===== config.mk =====
export PLATFORM = sky130hd
export DESIGN_NAME = raw_rect_update_blitter
export DESIGN_NICKNAME = d
export VERILOG_FILES = /design/src/rtl/rrub_pkg.sv /design/src/rtl/raw_rect_update_blitter.sv /design/src/rtl/rrub_cfg.sv /design/src/rtl/rrub_parse.sv /design/src/rtl/rrub_out.sv
export SDC_FILE = /design/constraint.sdc
export NUM_CORES = 2
export LEC_CHECK = 0
export BUFFER_PORTS_ARGS = -buffer_cell sky130_fd_sc_hd__buf_2
export CORE_ASPECT_RATIO = 1.4
export CORE_MARGIN = 2
export CORE_UTILIZATION = 55
export DETAILED_ROUTE_END_ITERATION = 16
export PLACE_DENSITY = 0.78
export SLEW_MARGIN = 20
export SYNTH_ARGS = -nofsm -noshare
export SYNTH_HDL_FRONTEND = slang
export SYNTH_SLANG_ARGS = --single-unit

===== constraint.sdc =====
create_clock -name i_clk -period 18.1 [get_ports i_clk]
set_clock_uncertainty 0.15 [all_clocks]
set_input_delay 1.81 -clock i_clk [delete_from_list [all_inputs] [get_ports i_clk]]
set_output_delay 1.81 -clock i_clk [all_outputs]
set_load 0.005 [all_outputs]

===== src/rtl/rrub_pkg.sv =====
package rrub_pkg;

    localparam int BYTE_W    = 8;
    localparam int HALF_W    = 16;
    localparam int SHIFT_W   = 5;
    localparam int CIDX_W    = 3;
    localparam int CDATA_W   = 16;
    localparam int ADDR_W    = 34;
    localparam int WORD_W    = 32;
    localparam int IDX_W     = 4;
    localparam int COORD_W   = HALF_W + 2;

    localparam logic [IDX_W-1:0] MSG_LAST_IDX  = 4'd3;
    localparam logic [IDX_W-1:0] RECT_LAST_IDX = 4'd11;
    localparam logic [IDX_W-1:0] PIX_LAST_IDX  = 4'd3;

    localparam logic [CIDX_W-1:0] CFG_RED_SHIFT   = 3'd0;
    localparam logic [CIDX_W-1:0] CFG_GREEN_SHIFT = 3'd1;
    localparam logic [CIDX_W-1:0] CFG_BLUE_SHIFT  = 3'd2;
    localparam logic [CIDX_W-1:0] CFG_X_OFFSET    = 3'd3;
    localparam logic [CIDX_W-1:0] CFG_Y_OFFSET    = 3'd4;
    localparam logic [CIDX_W-1:0] CFG_ROW_STRIDE  = 3'd5;

    typedef enum logic [1:0] {
        PH_MSG  = 2'd0,
        PH_RECT = 2'd1,
        PH_PIX  = 2'd2
    } t_phase;

    typedef struct packed {
        logic [SHIFT_W-1:0] red_shift;
        logic [SHIFT_W-1:0] green_shift;
        logic [SHIFT_W-1:0] blue_shift;
        logic [HALF_W-1:0]  x_offset;
        logic [HALF_W-1:0]  y_offset;
        logic [HALF_W-1:0]  row_stride;
    } t_cfg;

    typedef struct packed {
        logic               emit;
        logic               msg_end;
        logic [HALF_W-1:0]  rect_x;
        logic [HALF_W-1:0]  column;
        logic [HALF_W-1:0]  rect_y;
        logic [HALF_W-1:0]  row;
        logic [BYTE_W-1:0]  red;
        logic [BYTE_W-1:0]  green;
        logic [BYTE_W-1:0]  blue;
    } t_pix;

endpackage


===== src/rtl/raw_rect_update_blitter.sv =====
// channel   direction  handshake                     payload
// in        input      i_in_valid / o_in_stall        i_byte_value
// out       output     o_out_valid / i_out_stall      o_fb_address, o_pixel_word, o_message_end
// cfg       input      i_cfg_valid / o_cfg_ready      i_cfg_index, i_cfg_data
//
// One byte per cycle unless i_out_stall holds the result register; the last byte of a
// pixel goes through the input register, then parse/address/shift into the result register.
// Synchronous active-low reset; the block is ready for a message right after it.
// o_in_stall rises only while a byte waits and the result register is held by i_out_stall.
// Config writes are always taken (o_cfg_ready is tied high).
module raw_rect_update_blitter import rrub_pkg::*; (
    input  logic               i_clk,
    input  logic               i_rst_n,
    input  logic               i_in_valid,
    output logic               o_in_stall,
    input  logic [BYTE_W-1:0]  i_byte_value,
    output logic               o_out_valid,
    input  logic               i_out_stall,
    output logic [ADDR_W-1:0]  o_fb_address,
    output logic [WORD_W-1:0]  o_pixel_word,
    output logic               o_message_end,
    input  logic               i_cfg_valid,
    output logic               o_cfg_ready,
    input  logic [CIDX_W-1:0]  i_cfg_index,
    input  logic [CDATA_W-1:0] i_cfg_data
);

    logic              r_in_vld;
    logic [BYTE_W-1:0] r_in_byte;
    logic              w_room, w_step, w_accept;
    t_cfg              w_cfg;
    t_pix              w_pix;

    assign o_cfg_ready = 1'b1;
    assign w_step      = r_in_vld && w_room;
    assign o_in_stall  = r_in_vld && !w_room;
    assign w_accept    = i_in_valid && !o_in_stall;

    always_ff @(posedge i_clk) begin
        if (!i_rst_n) begin
            r_in_vld <= 1'b0;
        end else if (w_accept) begin
            r_in_vld <= 1'b1;
        end else if (w_step) begin
            r_in_vld <= 1'b0;
        end
    end

    always_ff @(posedge i_clk) begin
        if (w_accept) begin
            r_in_byte <= i_byte_value;
        end
    end

    rrub_cfg u_cfg (
        .i_clk   (i_clk),
        .i_rst_n (i_rst_n),
        .i_wr    (i_cfg_valid && o_cfg_ready),
        .i_index (i_cfg_index),
        .i_data  (i_cfg_data),
        .o_cfg   (w_cfg)
    );

    rrub_parse u_parse (
        .i_clk   (i_clk),
        .i_rst_n (i_rst_n),
        .i_step  (w_step),
        .i_byte  (r_in_byte),
        .o_pix   (w_pix)
    );

    rrub_out u_out (
        .i_clk         (i_clk),
        .i_rst_n       (i_rst_n),
        .i_step        (w_step),
        .i_pix         (w_pix),
        .i_cfg         (w_cfg),
        .i_stall       (i_out_stall),
        .o_room        (w_room),
        .o_valid       (o_out_valid),
        .o_fb_address  (o_fb_address),
        .o_pixel_word  (o_pixel_word),
        .o_message_end (o_message_end)
    );

    a_byte_held: assert property (@(posedge i_clk) disable iff (!i_rst_n)
        r_in_vld && o_out_valid && i_out_stall |=> r_in_vld)
        else $error("pending byte dropped while output held");

    a_accept_loads: assert property (@(posedge i_clk) disable iff (!i_rst_n)
        i_in_valid && !o_in_stall |=> r_in_vld)
        else $error("accepted byte not captured");

    a_reset_quiet: assert property (@(posedge i_clk)
        !i_rst_n |=> !o_out_valid && !r_in_vld)
        else $error("word pending after reset");

endmodule


===== src/rtl/rrub_cfg.sv =====
module rrub_cfg import rrub_pkg::*; (
    input  logic               i_clk,
    input  logic               i_rst_n,
    input  logic               i_wr,
    input  logic [CIDX_W-1:0]  i_index,
    input  logic [CDATA_W-1:0] i_data,
    output t_cfg               o_cfg
);

    t_cfg r_cfg;

    always_ff @(posedge i_clk) begin
        if (!i_rst_n) begin
            r_cfg.red_shift   <= SHIFT_W'(16);
            r_cfg.green_shift <= SHIFT_W'(8);
            r_cfg.blue_shift  <= '0;
            r_cfg.x_offset    <= '0;
            r_cfg.y_offset    <= '0;
            r_cfg.row_stride  <= '0;
        end else if (i_wr) begin
            case (i_index)
                CFG_RED_SHIFT:   r_cfg.red_shift   <= i_data[SHIFT_W-1:0];
                CFG_GREEN_SHIFT: r_cfg.green_shift <= i_data[SHIFT_W-1:0];
                CFG_BLUE_SHIFT:  r_cfg.blue_shift  <= i_data[SHIFT_W-1:0];
                CFG_X_OFFSET:    r_cfg.x_offset    <= i_data;
                CFG_Y_OFFSET:    r_cfg.y_offset    <= i_data;
                CFG_ROW_STRIDE:  r_cfg.row_stride  <= i_data;
                default: ;
            endcase
        end
    end

    assign o_cfg = r_cfg;

endmodule


===== src/rtl/rrub_parse.sv =====
module rrub_parse import rrub_pkg::*; (
    input  logic              i_clk,
    input  logic              i_rst_n,
    input  logic              i_step,
    input  logic [BYTE_W-1:0] i_byte,
    output t_pix              o_pix
);

    t_phase            r_phase, n_phase;
    logic [IDX_W-1:0]  r_idx, n_idx;
    logic [HALF_W-1:0] r_rects, n_rects;
    logic [HALF_W-1:0] r_rx, n_rx, r_ry, n_ry, r_rw, n_rw, r_rh, n_rh;
    logic [HALF_W-1:0] r_col, n_col, r_row, n_row;
    logic [23:0]       r_color, n_color;
    logic              last_col, last_row;

    always_ff @(posedge i_clk) begin
        if (!i_rst_n) begin
            r_phase <= PH_MSG;
            r_idx   <= '0;
            r_rects <= '0;
            r_rx    <= '0;
            r_ry    <= '0;
            r_rw    <= '0;
            r_rh    <= '0;
            r_col   <= '0;
            r_row   <= '0;
            r_color <= '0;
        end else if (i_step) begin
            r_phase <= n_phase;
            r_idx   <= n_idx;
            r_rects <= n_rects;
            r_rx    <= n_rx;
            r_ry    <= n_ry;
            r_rw    <= n_rw;
            r_rh    <= n_rh;
            r_col   <= n_col;
            r_row   <= n_row;
            r_color <= n_color;
        end
    end

    assign last_col = ({1'b0, r_col} + 17'd1) >= {1'b0, r_rw};
    assign last_row = ({1'b0, r_row} + 17'd1) >= {1'b0, r_rh};

    always_comb begin
        n_phase = r_phase;
        n_idx   = r_idx;
        n_rects = r_rects;
        n_rx    = r_rx;
        n_ry    = r_ry;
        n_rw    = r_rw;
        n_rh    = r_rh;
        n_col   = r_col;
        n_row   = r_row;
        n_color = r_color;

        o_pix.emit    = 1'b0;
        o_pix.msg_end = last_col && last_row && (r_rects == '0);
        o_pix.rect_x  = r_rx;
        o_pix.column  = r_col;
        o_pix.rect_y  = r_ry;
        o_pix.row     = r_row;
        o_pix.red     = r_color[23:16];
        o_pix.green   = r_color[15:8];
        o_pix.blue    = r_color[7:0];

        case (r_phase)
            PH_RECT: begin
                case (r_idx)
                    4'd0: n_rx[15:8] = i_byte;
                    4'd1: n_rx[7:0]  = i_byte;
                    4'd2: n_ry[15:8] = i_byte;
                    4'd3: n_ry[7:0]  = i_byte;
                    4'd4: n_rw[15:8] = i_byte;
                    4'd5: n_rw[7:0]  = i_byte;
                    4'd6: n_rh[15:8] = i_byte;
                    4'd7: n_rh[7:0]  = i_byte;
                    default: ;
                endcase
                if (r_idx >= RECT_LAST_IDX) begin
                    n_rects = r_rects - 16'd1;
                    n_idx   = '0;
                    if (r_rw == '0 || r_rh == '0) begin
                        n_phase = (n_rects == '0) ? PH_MSG : PH_RECT;
                    end else begin
                        n_phase = PH_PIX;
                        n_col   = '0;
                        n_row   = '0;
                    end
                end else begin
                    n_idx = r_idx + 4'd1;
                end
            end
            PH_PIX: begin
                if (r_idx < PIX_LAST_IDX) begin
                    case (r_idx[1:0])
                        2'd0:    n_color[7:0]   = i_byte;
                        2'd1:    n_color[15:8]  = i_byte;
                        default: n_color[23:16] = i_byte;
                    endcase
                    n_idx = r_idx + 4'd1;
                end else begin
                    o_pix.emit = 1'b1;
                    n_idx      = '0;
                    if (last_col) begin
                        n_col = '0;
                        if (last_row) begin
                            n_row   = '0;
                            n_phase = (r_rects == '0) ? PH_MSG : PH_RECT;
                        end else begin
                            n_row = r_row + 16'd1;
                        end
                    end else begin
                        n_col = r_col + 16'd1;
                    end
                end
            end
            default: begin
                n_phase = PH_MSG;
                if (r_idx == 4'd2) n_rects[15:8] = i_byte;
                if (r_idx == 4'd3) n_rects[7:0]  = i_byte;
                if (r_idx >= MSG_LAST_IDX) begin
                    n_idx   = '0;
                    n_phase = (n_rects == '0) ? PH_MSG : PH_RECT;
                end else begin
                    n_idx = r_idx + 4'd1;
                end
            end
        endcase
    end

endmodule


===== src/rtl/rrub_out.sv =====
module rrub_out import rrub_pkg::*; (
    input  logic              i_clk,
    input  logic              i_rst_n,
    input  logic              i_step,
    input  t_pix              i_pix,
    input  t_cfg              i_cfg,
    input  logic              i_stall,
    output logic              o_room,
    output logic              o_valid,
    output logic [ADDR_W-1:0] o_fb_address,
    output logic [WORD_W-1:0] o_pixel_word,
    output logic              o_message_end
);

    logic              r_vld;
    logic [ADDR_W-1:0] r_addr;
    logic [WORD_W-1:0] r_word;
    logic              r_end;
    logic              load;
    logic [COORD_W-1:0] cx, cy;
    logic [ADDR_W-1:0]  prod, n_addr;
    logic [WORD_W-1:0]  n_word;

    assign o_room = !r_vld || !i_stall;
    assign load   = i_step && i_pix.emit;

    assign cx = COORD_W'(i_pix.rect_x) + COORD_W'(i_pix.column) + COORD_W'(i_cfg.x_offset);
    assign cy = COORD_W'(i_pix.rect_y) + COORD_W'(i_pix.row) + COORD_W'(i_cfg.y_offset);
    assign prod   = ADDR_W'(cy) * ADDR_W'(i_cfg.row_stride);
    assign n_addr = ADDR_W'({cx, 2'b00}) + prod;

    assign n_word = (WORD_W'(i_pix.red)   << i_cfg.red_shift)
                  | (WORD_W'(i_pix.green) << i_cfg.green_shift)
                  | (WORD_W'(i_pix.blue)  << i_cfg.blue_shift);

    always_ff @(posedge i_clk) begin
        if (!i_rst_n) begin
            r_vld <= 1'b0;
        end else if (load) begin
            r_vld <= 1'b1;
        end else if (!i_stall) begin
            r_vld <= 1'b0;
        end
    end

    always_ff @(posedge i_clk) begin
        if (load) begin
            r_addr <= n_addr;
            r_word <= n_word;
            r_end  <= i_pix.msg_end;
        end
    end

    assign o_valid       = r_vld;
    assign o_fb_address  = r_addr;
    assign o_pixel_word  = r_word;
    assign o_message_end = r_end;

endmodule

# --- After elaboration in Yosys (flattened, before gate mapping) ---
# Index checks and enable logic that the tools add are counted.
# Widths: inputs -> output; s select.
totals:
  mem_count: 0
  out_inout_bits: 70
  inputBits: 32
  latch_bits: 0
  ramBits: 0
  regBits: 282
  rom_bits: 0
classes:
  bitwise_logic: 4
  div_mod_pow: 0
  mul: 1
  reduce_logical: 45
  n_mux: 35
  n_lt_le_gt_ge: 5
  n_addsub: 11
  shifts: 3
  eq_ne: 21
op_table:
  columns: ["cell", "count"]
  rows:
  - ["$mux 16", 8]
  - ["$pmux 16 s2", 3]
  - ["$shl 8x5->32", 3]
  - ["$logic_not 16->1", 5]
  - ["$or 32x32->32", 2]
  - ["$add 18x16->18", 2]
  - ["$add 16x1->17 const B", 2]
  - ["$add 16x16->17", 2]
  - ["$add 20x34->34", 1]
  - ["$ge 17x16->1", 2]
  - ["$mul 18x16->34", 1]
  - ["$add 16x1->16 const B", 2]
  - ["$mux 8", 4]
  - ["$reduce_and 3->1", 9]
  - ["$eq 4x3->1 const B", 4]
  - ["$sub 16x1->16 const B", 1]
  - ["$mux 2", 6]
  - ["$mux 4", 3]
  - ["$reduce_and 2->1", 6]
  - ["$reduce_and 4->1", 3]
  - ["$reduce_and 5->1", 2]
  - ["$mux 1", 9]
  - ["$eq 4x2->1 const B", 2]
  - ["$ne 2x1->1 const B", 4]
  - ["23 further kinds", 39]

# --- Longest topological paths before layout ---
logic_depth:
  ltp_word: 7
  depth_mapped: 38
  mapped_depth_nobuf: 38

# --- By module ---
# From an unflattened synthesis, not the netlist that was laid out.
unflattened:
  cells_unflattened: 2986
  hier_area_um2: 26813.2
modules_own_cells:
  columns: ["mod", "cells_each", "seq_area_each_um2", "area_each_um2", "n_inst"]
  rows:
  - ["rrub_out", 1776, 2031.9, 16274.4, 1]
  - ["rrub_parse", 964, 2842.7, 7866.3, 1]
  - ["rrub_cfg", 231, 1261.2, 2367.3, 1]
  - ["raw_rect_update_blitter", 15, 260.2, 305.3, 1]

# --- Least setup slack after synthesis ---
# OpenSTA, ideal clock, no wires.
synth_timing:
  path_kind: "register -> register"
  from: "reg u_parse.r_row[0]"
  to: "reg u_out.r_addr[33] (netlist: u_out.o_fb_address[33]) (data pin)"
  path_slack_ns: 9.394
  period_less_slack_ns: 8.706
  required_ns: 17.690
  setup_ns: 0.260
  t_arrival_ns: 8.296
  path_stages_with_launch: 38
  path_cell_list: "dfxtp_1 -> ha_1 -> inv_1 -> fa_1 -> nor2b_1 -> o21a_1 -> o21ai_1 -> a211o_1 -> and2_1 -> xnor2_1 -> ha_1 -> a21oi_1 -> o21ai_0 -> a21o_1 -> a21o_1 -> o21a_1 -> o31a_1 -> a21oi_2 -> [2 not listed] -> fa_1 -> fa_1 -> fa_1 -> inv_1 -> fa_1 -> fa_1 -> inv_1 -> fa_1 -> inv_1 -> ha_1 -> a21o_1 -> a21o_1 -> nand3_1 -> nand2_1 -> a2111oi_4 -> nor4_1 -> a211oi_2 -> xnor2_1"
synth_between:
  elab_chain_len: 4
synth_rtl:
  columns: ["item", "line", "rtl"]
  rows:
  - ["start: declaration", "rrub_parse.sv:13", "logic [HALF_W-1:0] r_col, n_col, r_row, n_row;"]
  - ["start signal: assignment", "rrub_parse.sv:38", "r_row <= n_row;"]
  - ["$add 16x16->17", "rrub_out.sv:28", "assign cy = COORD_W'(i_pix.rect_y) + COORD_W'(i_pix.row) + COORD_W'(i_cfg.y_offset);"]
  - ["$add 18x16->18", "rrub_out.sv:28", null]
  - ["$mul 18x16->34", "rrub_out.sv:29", "assign prod = ADDR_W'(cy) * ADDR_W'(i_cfg.row_stride);"]
  - ["$add 20x34->34", "rrub_out.sv:30", "assign n_addr = ADDR_W'({cx, 2'b00}) + prod;"]
  - ["named net u_out.n_addr[33]", "rrub_out.sv:21", "logic [ADDR_W-1:0] prod, n_addr;"]
  - ["end signal: assignment", "rrub_out.sv:48", "r_addr <= n_addr;"]
  - ["end: declaration", "rrub_out.sv:16", "logic [ADDR_W-1:0] r_addr;"]
# The timed path passes the listed nets, and every way through them passes these cells.
# A chain may end at the register's enable or synchronous reset.

# --- Worst setup path in the final report ---
layout_timing:
  from: "reg u_parse.r_row[0]"
  to: "reg u_out.r_addr[30] (netlist: u_out.o_fb_address[30]) (data pin)"
# Same word-level chain as after synthesis.

==> run metrics <==
GPL Wtd Cong=~0.9; multi-input logic area=around 0.018 sq mm; RSZ-0062 raised after global routing=no; vias in the first global route=between 20,000 and 25,000; Yosys warnings=0; H-tree levels=1; synth top area cells=fa_1 18%, dfxtp_1 16%, ha_1 10%; Worst setup SP type=register; top cell type's share of synthesized area=18.3%; sequential-to-total area share from yosys stat=between 20% and 30%; Sink Count=around 280; setup_tns=0 ns; CTS root buf=clkbuf_16; CTS tree=done; area grow syn2layout=7.41%; Critical-path top delay cell=a21oi_2; dpl cell area=0.0276 sq mm; largest net degree at the start of global routing=between 70 and 80; fin. max-slew vios=0; Gate Count Post-Synth=just over 3,000; initial antenna violation count=3; via count=roughly 22,000; initial DRC count=approximately 1,500; Max VDD drop=81.3 uV; ANT cells=0; DR vias/cell=between 5 and 6; Top cell by count, worst path=fa_1; Initial Util=55.7%; synthesis-stage register bit count=~280; CTS-repair resized insts=0; WHS=between 0.3 and 0.4 ns; post-DP HPWL=54,500 microns; Nets=approximately 3,600; Req. time, crit path=18.27 ns; Max FO, Critical Path=16; Cell Area, Synth=0.0267 sq mm; overall power=between 0.001 and 0.0015 W; Final setup viols=0; drt first pass iters=8; Ports=roughly 100; syn_nets=approximately 3,600; share of layout cells above drive strength 1=just over 7%; ys flop type=dfxtp_1; Max Fclk=a little over 100 MHz; global-route wire length before repair=between 100,000 and 150,000 microns; Register Area=between 0.006 and 0.007 sq mm; remaining global-route overflow=0; cell type with the largest total area after synthesis=fa_1; pre-CTS setup slack=8.26 ns; Post-Syn Area per Cell=8.57 sq um; die area=just over 0.05 sq mm; IO Port Bufs=100; Final period util=between 50% and 60%; critical path class=reg2reg; DRT antenna net count=0; critical path capture point type=register; worst min-delay path category=reg2reg; Total Wirelength=~71,000 microns; Yosys cell types=a little under 90; Setup WS post-layout=~8.2 ns; worst skew pair latency=between 0.6 and 0.7 ns; MaxCap Viol Count=0; Hold Vio Cnt, Final=0; status=complete, no violations; WL/cell=about 19 microns; crit path DAT=~10 ns; post-synthesis async set-or-reset flop share=0%; die width=between 150 and 200 microns; total track usage=about 28%; chip height=roughly 260 microns; setup bufs post-CTS=0; Worst Reg2Reg Path Length in Cells=37; power per cell area=roughly 49 mW/mm^2; # DRC=0; clk slew on worst S/H paths=0.07 ns; most frequent cells in the layout=461 x nand2_1, 371 x inv_1, 244 x fa_1; FILL cells=4,087; Worst Tran Pin Value=1.11 ns; Hold Crit Depth=2; Post-synth EDFFs=75; Site Rows=95; most common library cell in the layout ignoring fill and taps=nand2_1; CTS buffer count=30; CP peak stage delay=around 0.6 ns; Leak=about 13 nW; slew margin rel.=about a quarter; Placeable Area=0.0479 sq mm; post-layout minimum cycle time=between 9 and 10 ns; cts hold-fix bufs=0; clock buffer depth=3; final instance area=0.0286 sq mm
[cell usage after synthesis (18+ instances only)]
master    number
ha_1         213
inv_1        371
o21ai_0       97
nand2_1      461
edfxtp_1      75
mux2i_1       89
nor2_1       141
and2_1       140
nor3_1        37
a21o_1        47
nor2b_1       52
nand3_1      116
a21oi_1      201
o21a_1        18
nand2b_1      36
xnor2_1       81
clkbuf_1     128
fa_1         244
dfxtp_1      207
a21boi_0      23
xor2_1        32
[area by class of cell]
class	count	area share, %
tap	630	2.75
clock inverter	15	0.625
multi-input combinational	2311	64.0
sequential	282	22.3
clock buffer	40	3.04
timing repair buffer	124	2.38
inverter	373	4.90
[critical path: cells and delay by family (launching register included)]
| kind | cells | cell delay (ns) |
|---|---|---|
| XOR/XNOR | 1 | 0.24 |
| buffers and inverters | 5 | 0.31 |
| multiplexers | 1 | 0.23 |
| adder cells (fa/ha/maj) | 10 | 4.18 |
| flip-flops | 1 | 0.47 |
| AO/OA/AOI/OAI | 17 | 3.52 |
| AND/OR/NAND/NOR | 3 | 0.53 |
[path summary, 6_finish.rpt]
kind,from,end,slack (ns)
worst max-delay path,u_parse.r_row[0]$_SDFFE_PN0P_,u_out.o_fb_address[30]$_DFFE_PP_,8.20
worst min-delay path,u_cfg.o_cfg[28]$_SDFFE_PN0P_,u_cfg.o_cfg[28]$_SDFFE_PN0P_,0.31
worst max register to register,u_parse.r_row[0]$_SDFFE_PN0P_,u_out.o_fb_address[30]$_DFFE_PP_,8.20
worst min register to register,u_cfg.o_cfg[28]$_SDFFE_PN0P_,u_cfg.o_cfg[28]$_SDFFE_PN0P_,0.31
[power breakdown]
| part | switching, W | leakage (nW) | internal, W |
|---|---|---|---|
| registers | 0.0000101 | 2.32 | 0.000650 |
| clock network | 0.000280 | 0.519 | 0.000381 |
| logic | 0.0000564 | 10.1 | 0.0000228 |
[state kept, by name, indices dropped and copies added (netlist names)]
register	cells
r_in_byte	8
r_in_vld	1
u_cfg.o_cfg	63
u_out.o_fb_address	34
u_out.o_message_end	1
u_out.o_pixel_word	32
u_out.o_valid	1
u_parse.r_col	16
u_parse.r_color	24
u_parse.r_idx	4
u_parse.r_phase	2
u_parse.r_rects	16
u_parse.r_rh	16
u_parse.r_row	16
u_parse.r_rw	16
u_parse.r_rx	16
u_parse.r_ry	16
[routing by layer]
layer  up-vias  GRT usage, %  part of all wire, %
li1      10368             -                    -
met1     10728          31.6                   39
met2       721          52.3                   51
met3       233          3.46                  5.2
met4         6          13.7                  5.0
met5         -             0                0.047
[stage by stage]
step	instances	utilization, %
after global routing	3775	59.8
final	3775	59.8
after detailed placement	3720	57.6
after global placement	3720	57.6
after floorplan	3112	-
after CTS	3775	59.8
[kinds of logic after synthesis]
| family | after synthesis | share of synthesized area (%) |
|---|---|---|
| other | 1 | 0.0141 |
| flip-flops | 282 | 24.0 |
| AO/OA/AOI/OAI | 551 | 13.3 |
| XOR/XNOR | 113 | 3.71 |
| adder cells (fa/ha/maj) | 457 | 28.3 |
| buffers and inverters | 519 | 7.41 |
| multiplexers | 98 | 3.72 |
| AND/OR/NAND/NOR | 1091 | 19.6 |
(Power assumes the default switching activity.)
